## config.mk

```make
export PLATFORM = sky130hd
export DESIGN_NAME = lphm_home
export DESIGN_NICKNAME = d
export VERILOG_FILES = /design/src/rtl/lphm_pkg.sv /design/src/rtl/lphm_home.sv
export SDC_FILE = /design/constraint.sdc
export NUM_CORES = 1
export LEC_CHECK = 0
export BUFFER_PORTS_ARGS = -buffer_cell sky130_fd_sc_hd__buf_2
export CAP_MARGIN = 10
export CORE_MARGIN = 2
export CORE_UTILIZATION = 25
export CTS_BUF_LIST = sky130_fd_sc_hd__clkbuf_4 sky130_fd_sc_hd__clkbuf_8 sky130_fd_sc_hd__clkbuf_16
export DETAILED_ROUTE_END_ITERATION = 10
export PLACE_DENSITY = 0.73
export SYNTH_ARGS = -nofsm -noshare
export SYNTH_HDL_FRONTEND = slang
export SYNTH_SLANG_ARGS = --single-unit
```

## constraint.sdc

```tcl
create_clock -name clk -period 0.8 [get_ports clk]
set_input_delay 0.12 -clock clk [delete_from_list [all_inputs] [get_ports clk]]
set_output_delay 0.12 -clock clk [all_outputs]
set_load 0.03 [all_outputs]
```

## src/rtl/lphm_pkg.sv

```systemverilog
// Package for the linear-probing hash map: sizes, request/status codes,
// sequencer states. No dependencies.
package lphm_pkg;

	// number of table slots
	localparam int TABLE_SIZE = 1024;

	localparam int KEY_W      = 31;
	localparam int SLOT_W     = (TABLE_SIZE > 1) ? $clog2(TABLE_SIZE) : 1;
	localparam int SLOT_OUT_W = 10;
	localparam int STAT_W     = 3;
	localparam int MEM_W      = KEY_W + 1;          // {used, key}
	localparam bit IS_POW2    = (TABLE_SIZE & (TABLE_SIZE - 1)) == 0;

	localparam logic [SLOT_W-1:0] LAST_SLOT = SLOT_W'(TABLE_SIZE - 1);

	typedef enum logic {
		REQ_INSERT = 1'b0,
		REQ_LOOKUP = 1'b1
	} req_type_t;

	typedef enum logic [STAT_W-1:0] {
		STAT_INSERTED = 3'd0,
		STAT_PRESENT  = 3'd1,
		STAT_FOUND    = 3'd2,
		STAT_MISSING  = 3'd3,
		STAT_FULL     = 3'd4
	} status_t;

	typedef enum logic [2:0] {
		ST_CLEAR,
		ST_IDLE,
		ST_HOME,
		ST_READ,
		ST_CHECK,
		ST_DONE
	} state_t;

endpackage

```

## src/rtl/lphm_home.sv

```systemverilog
// Home slot unit: key modulo TABLE_SIZE. A mask for a power-of-two table,
// otherwise a reciprocal multiply and back-subtract, each registered. Depends on lphm_pkg.
module lphm_home import lphm_pkg::*; (
	input  logic              clk,
	input  logic              arst_n,
	input  logic              start,
	input  logic [KEY_W-1:0]  key,
	output logic              done,
	output logic [SLOT_W-1:0] home
);

	generate
		if (IS_POW2) begin : g_mask
			logic              done_q;
			logic [SLOT_W-1:0] home_q;

			always_ff @(posedge clk or negedge arst_n) begin
				if (!arst_n) begin
					done_q <= 1'b0;
				end else begin
					done_q <= start;
				end
			end

			always_ff @(posedge clk) begin
				if (start) begin
					home_q <= key[SLOT_W-1:0];
				end
			end

			assign done = done_q;
			assign home = home_q;
		end else begin : g_recip
			// floor(key / size) = (key * RECIP) >> RECIP_SH, exact for all 31-bit keys
			localparam int RECIP_SH = KEY_W + SLOT_W;
			localparam int RECIP_W  = KEY_W + 2;
			localparam int PROD_W   = KEY_W + RECIP_W;
			localparam longint unsigned RECIP_M =
				((64'd1 << RECIP_SH) + 64'(TABLE_SIZE) - 64'd1) / 64'(TABLE_SIZE);
			localparam logic [RECIP_W-1:0] RECIP   = RECIP_W'(RECIP_M);
			localparam logic [KEY_W-1:0]   DIVISOR = KEY_W'(TABLE_SIZE);

			logic              step_q;
			logic              done_q;
			logic [KEY_W-1:0]  key_q;
			logic [PROD_W-1:0] prod_q;
			logic [SLOT_W-1:0] home_q;
			logic [KEY_W-1:0]  quot;
			logic [KEY_W-1:0]  back;

			// quotient from the product, then remainder = key - quotient * size
			always_comb begin
				quot = KEY_W'(prod_q >> RECIP_SH);
				back = quot * DIVISOR;
			end

			always_ff @(posedge clk or negedge arst_n) begin
				if (!arst_n) begin
					step_q <= 1'b0;
					done_q <= 1'b0;
				end else begin
					step_q <= start;
					done_q <= step_q;
				end
			end

			always_ff @(posedge clk) begin
				if (start) begin
					key_q  <= key;
					prod_q <= PROD_W'(key) * PROD_W'(RECIP);
				end
				if (step_q) begin
					home_q <= SLOT_W'(key_q - back);
				end
			end

			assign done = done_q;
			assign home = home_q;
		end
	endgenerate

endmodule

```

== Word level (Yosys, flattened, before mapping) ==
Index checks and enable logic that the tools add are counted.

* Register bits: 11
* Input bits: 34
* Output and inout bits: 11
* Logic and storage cells: 2

== Depth between registers and ports, before layout ==
Gate-level depths: netlist of run 1.

* Word-level depth: 0
* Mapped depth: 0
* Gate-level depth less buffers: 0

== Least setup slack after synthesis of run 1 ==
OpenSTA, ideal clock, no wires.

* Kind: register to output
* From: register g_mask.home_q[0], in the netlist home[0]
* To: output port home[0]
* Data arrival time: 0.496 ns
* Data required time: 0.680 ns
* Slack: 0.184 ns
* Cell stages (with the launch flop): 1
* Path buffers: 0
* Cells stage by stage: edfxtp_1

{| class="wikitable"
|+ RTL lines
! what !! RTL line !! RTL
|-
| start, declared || lphm_home.sv:15 || <nowiki>logic [SLOT_W-1:0] home_q;</nowiki>
|-
| start signal, assigned || lphm_home.sv:27 || <nowiki>home_q <= key[SLOT_W-1:0];</nowiki>
|-
| end, declared || lphm_home.sv:9 || <nowiki>output logic [SLOT_W-1:0] home</nowiki>
|}

No word-level cell between the ends.

== Final worst setup path of run 1 ==
* From: register g_mask.home_q[1], in the netlist home[1]
* To: output port home[1]

No word-level cell between the ends.

==> impl_metrics.csv, run 1 <==
group,metric,value,unit
outcome,status,"complete, but fails checks",
outcome,violations,"negative setup slack",
floorplanning,initial_core_util,28.1,%
critical_path,path_depth,1,
critical_path,cp_num_buf_inv,1,
place,pre_cts_ws,0.131,ns
power,vdd_ir_drop_max,1.02,mV
power,p_per_area,2250,nW/µm²
global_route,grt_pass1_vias,189,
global_route,gr-total-overflow,0,
critical_path,start_kind,"flip-flop",
clock_network,root_buffer,"clkbuf_4",
clock_network,path_clk_slew,0.07,ns
sta,tightest_slew,0.226,ns
place,place.gp.congestion,0.714,
critical_path,worstPathCellList,"buf_6",
routing,drtAntennaViolNets,0,
min_path,hold_start,"key[2]",
place,placedCellCount,48,
clock_network,htreeDepth,1,
clock_network,cts_tree,"done",
critical_path,crit_required,0.68,ns
floorplanning,die_w,40.1,µm
sta,hold_viol_final,0,
sta,setup_slack,-0.124,ns
critical_path,endpoint_kind,"output port",
routing,wl_per_cell,11.3,µm
critical_path,critical_path.max_fanout,1,
layout,diodes,0,
sta,setup_viol,11,
yosys,yosys.area.top_type,"edfxtp_1",
global_route,grt_max_degree,12,
yosys,synth_top_area_share,92.3,%
yosys,yosysUniqueCellTypes,2,
sta,finalCritPeriodShare,115,%
power,p_leak,0.245,nW
global_route,grt_usage,8.50,%
yosys,ys.flop_type,"edfxtp_1",
layout,finalNonFillerCells,53,
routing,via_per_inst,3.91,
routing,drc,0,
floorplanning,die_h,40.1,µm
critical_path,arrival,0.80,ns
critical_path,slowest_stage,"edfxtp_1",
global_route,grt_antenna_before_repair,0,
critical_path,crit_path_start,"home[1]",
job,drv_cap,0,
routing,drt_pass1_iterations,2,
yosys,ys_seq_elements,11,
yosys,synth_nets,45,
yosys,synth_edf_count,10,
layout,syn_to_final_growth,73.5,%
sta,final.setup.tns,-1.19,ns
routing,drt_iter0_drc,2,
yosys,yosysMostFrequentCell,"edfxtp_1",
layout,drive_gt1_share,69.2,%
layout,nets,74,
critical_path,crit_family,"flip-flops",
clock_network,clock_sink_count,11,
floorplanning,io_pins,45,
yosys,async_flop_share,9.09,%
layout,post-route-util,48.8,%
critical_path,endpoint,"home[1]",
clock_network,clk_path_buf_depth,2,
floorplanning,placementRows,12,
sta,finalCriticalPeriod,0.924,ns
global_route,grt_pass1_wl,800,µm
sta,final_max_slew_viol_count,0,
sta,max_freq,1080,MHz
yosys,syn_area_per_cell,29.6,µm²
layout,multi_input_area,0,µm²
routing,dr_total_vias,207,
yosys,netlist_instances,11,
clock_network,cts_buffers,3,
routing,routed_wirelength,597,µm
yosys,seq_area_frac_synth,100,%
yosys,synth_area_leaders,"edfxtp_1 (92%), dfrtp_1 (7.7%)",
place,port_buffers,23,
sta,hold_slack,0.0310,ns
yosys,synth_warnings,0,
sta,relSlewSlack,84.9,%
yosys,synthTopCellsByCount,"edfxtp_1 (10), dfrtp_1 (1)",
min_path,hp-class,"primary input to flip-flop",
floorplanning,die_area,1610,µm²
critical_path,slowest_delay,0.39,ns
layout,multi_input_gates,0,
yosys,syn-cell-area,325,µm²
floorplanning,core-area,1160,µm²
critical_path,critical_path_class,"flip-flop to output port",
sta,rsz0062_at_grt,"yes",
kinds of logic (layout without fill, tap and decap cells):
kind of cell / after synthesis / after routing / share of synthesized area [%]
flip-flops: 11 / 11 / 100
buffers and inverters: 0 / 28 / 0
sequential cells by signal (all words and copies together), names as in the netlist:
register	flops
done	1
home	10
final cells by class:
type	instances	area (µm²)
Clock buffer	3	22.5
Clock inverter	1	5.00
Fill cell	103	592
Sequential cell	11	325
Tap cell	14	17.5
Timing Repair Buffer	24	194
layer usage:
layer	GRT usage [%]	routed length, µm	up-vias
li1	-	-	100
met1	9.68	199	99
met2	12.1	358	8
met3	3.33	39	0
met4	7.76	0	0
met5	0	0	-
what timing repair did:
item / CTS / global route
hold buffers: 1 / 0
endpoints found under the hold margin: 1 / 0
setup buffers: 0 / 0
endpoints found under the setup margin: 11 / 11
gates resized for setup: 22 / 0
placed cells by master (no fill, tap or decap):
| master | synthesis | routed |
|---|---|---|
| buf_2 | 0 | 12 |
| buf_6 | 0 | 11 |
| edfxtp_1 | 10 | 10 |
| clkbuf_4 | 0 | 3 |
| clkinv_2 | 0 | 1 |
| dfrtp_1 | 1 | 1 |
| dlygate4sd3_1 | 0 | 1 |
metrics by stage:
step / total power, W / area (µm²)
6_report: 0.00127 / 564
5_1_grt: 0.00133 / 564
3_3_place_gp: 0.000863 / 458
2_1_floorplan: 0.000790 / 325
4_1_cts: 0.00129 / 564
3_5_place_dp: 0.000865 / 458
power by group:
part	leakage, nW	total, W	internal, W	switching, W
Clock	0.0177	0.000356	0.000184	0.000171
Combinational	0.118	0.000219	0.000100	0.000119
Sequential	0.110	0.000695	0.000676	0.0000190
how the worst min path moves through the flow:
stage               depth (start not counted)       to  slack (ns)
detailed placement                          1     done       -0.10
global route                                1  home[3]        0.02
floorplan                                   0     done       -0.18
CTS                                         1  home[2]        0.02
finish                                      1  home[2]        0.03
global placement                            1     done       -0.11
Note: power is estimated with default switching activity, not from simulation.
==> run 2: changes to the inputs <==
Settings changed: CTS_BUF_LIST sky130_fd_sc_hd__clkbuf_4 sky130_fd_sc_hd__clkbuf_8 sky130_fd_sc_hd__clkbuf_16 to not set, MAX_ROUTING_LAYER set to met4.
==> impl_metrics.csv, run 2 (synthesis gave the netlist of run 1 again) <==
group,metric,value,unit
outcome,violations,"negative setup slack",
sta,setup_slack,-0.124,ns
critical_path,arrival,0.80,ns
critical_path,critical_path.max_fanout,1,
clock_network,cts_tree,"done",
global_route,grt_usage,8.63,%
job,drv_cap,0,
power,vdd_ir_drop_max,1.02,mV
layout,diodes,0,
power,clock_power_share,28.0,%
global_route,grt_antenna_before_repair,0,
place,placedCellCount,48,
layout,layout.cells.most_common_list,"buf_2 (12), buf_6 (11), edfxtp_1 (10)",
sta,tightest_slew,0.225,ns
critical_path,path_depth,1,
clock_network,root_buffer,"clkbuf_4",
layout,finalNonFillerCells,53,
min_path,min_to,"home[2]",
power,p_comb_share,17.3,%
floorplanning,placementRows,12,
power,seqPwrFrac,54.8,%
sta,hold_slack,0.0315,ns
clock_network,clock_sink_count,11,
power,p_per_area,2250,nW/µm²
routing,wl_per_cell,11.3,µm
clock_network,htreeDepth,1,
layout,final_common_cell,"buf_2",
place,port_buffers,23,
sta,max_freq,1080,MHz
critical_path,start_kind,"flip-flop",
sta,setup_viol,11,
critical_path,crit_required,0.68,ns
sta,rsz0062_at_grt,"yes",
critical_path,worstPathCellList,"buf_6",
clock_network,path_clk_slew,0.07,ns
critical_path,critical_path_class,"flip-flop to output port",
power,switching_share,24.3,%
sta,relSlewSlack,85.0,%
floorplanning,die_h,40.1,µm
critical_path,cp_num_buf_inv,1,
critical_path,slowest_stage,"edfxtp_1",
floorplanning,io_pins,45,
layout,multi_input_area,0,µm²
place,place.gp.congestion,0.722,
sta,final_max_slew_viol_count,0,
clock_network,post_cts_buffers,0,
clock_network,clk_path_buf_depth,2,
floorplanning,initial_core_util,28.1,%
sta,finalCritPeriodShare,115,%
critical_path,slowest_delay,0.39,ns
power,p_int,0.000961,W
global_route,grt_pass1_vias,193,
layout,largest_register_ffs,10,
routing,routed_wirelength,598,µm
power,p_leak,0.245,nW
critical_path,crit_family,"flip-flops",
routing,dr_total_vias,205,
critical_path,endpoint_kind,"output port",
routing,drt_pass1_iterations,2,
routing,via_per_inst,3.87,
routing,drtAntennaViolNets,0,
sta,finalCriticalPeriod,0.924,ns
layout,drive_gt1_share,69.2,%
global_route,grt_pass1_wl,786,µm
outcome,status,"complete, but fails checks",
layout,multi_input_gates,0,
global_route,grt_max_degree,12,
floorplanning,die_w,40.1,µm
min_path,hold-path-cell-count,1,
floorplanning,core-area,1160,µm²
global_route,gr-total-overflow,0,
sta,hold_viol_final,0,
routing,drt_iter0_drc,2,
routing,drc,0,
floorplanning,die_area,1610,µm²
min_path,hp-class,"primary input to flip-flop",
layout,nets,74,
clock_network,cts_buffers,3,
min_path,hold_start,"key[2]",
layout,syn_to_final_growth,73.5,%
power,p_sw,0.000309,W
-- run 2: worst max-delay path by stage --
stage / to / from / slack, ns
6_report: home[1] / home[1] / -0.12
5_1_grt: home[1] / home[1] / -0.18
4_1_cts: home[1] / home[1] / -0.14
3_5_place_dp: home[9] / start / 0.13
3_3_place_gp: home[0] / start / 0.13
2_1_floorplan: home[0] / home[0] / 0.18
-- run 2: cell type report --
type | count | area, µm²
Clock buffer | 3 | 22.5
Timing Repair Buffer | 24 | 194
Fill cell | 103 | 592
Tap cell | 14 | 17.5
Sequential cell | 11 | 325
Clock inverter | 1 | 5.00
-- run 2: per-stage QoR --
step | TNS, ns | worst slack (ns) | utilization (%) | instance area [µm²] | power (W)
floorplan | 0 | 0.184 | - | 325 | 0.000790
global placement | 0 | 0.131 | 39.6 | 458 | 0.000863
detailed placement | 0 | 0.131 | 39.6 | 458 | 0.000865
CTS | -1.32 | -0.139 | 48.8 | 564 | 0.00129
global route | -1.61 | -0.177 | 48.8 | 564 | 0.00133
finish | -1.19 | -0.124 | 48.8 | 564 | 0.00127
-- run 2: power groups by stage --
stage	logic, W	clock network (W)	registers (W)
after CTS	0.000220	0.000371	0.000696
after global routing	0.000230	0.000401	0.000699
after floorplan	0	0	0.000790
after detailed placement	0.000168	0	0.000697
final	0.000219	0.000355	0.000695
after global placement	0.000167	0	0.000696
-- run 2: metal layers --
layer	share of wire, %	GRT usage, %
met5	0	-
met4	0	7.76
met3	6.5	3.33
met2	60	12.9
met1	33	8.60
-- run 2: repair_timing --
item                                    in CTS  in global routing
hold buffers                                 1                  0
resized for setup                           22                  0
endpoints found under the setup margin      11                 11
endpoints found under the hold margin        1                  0
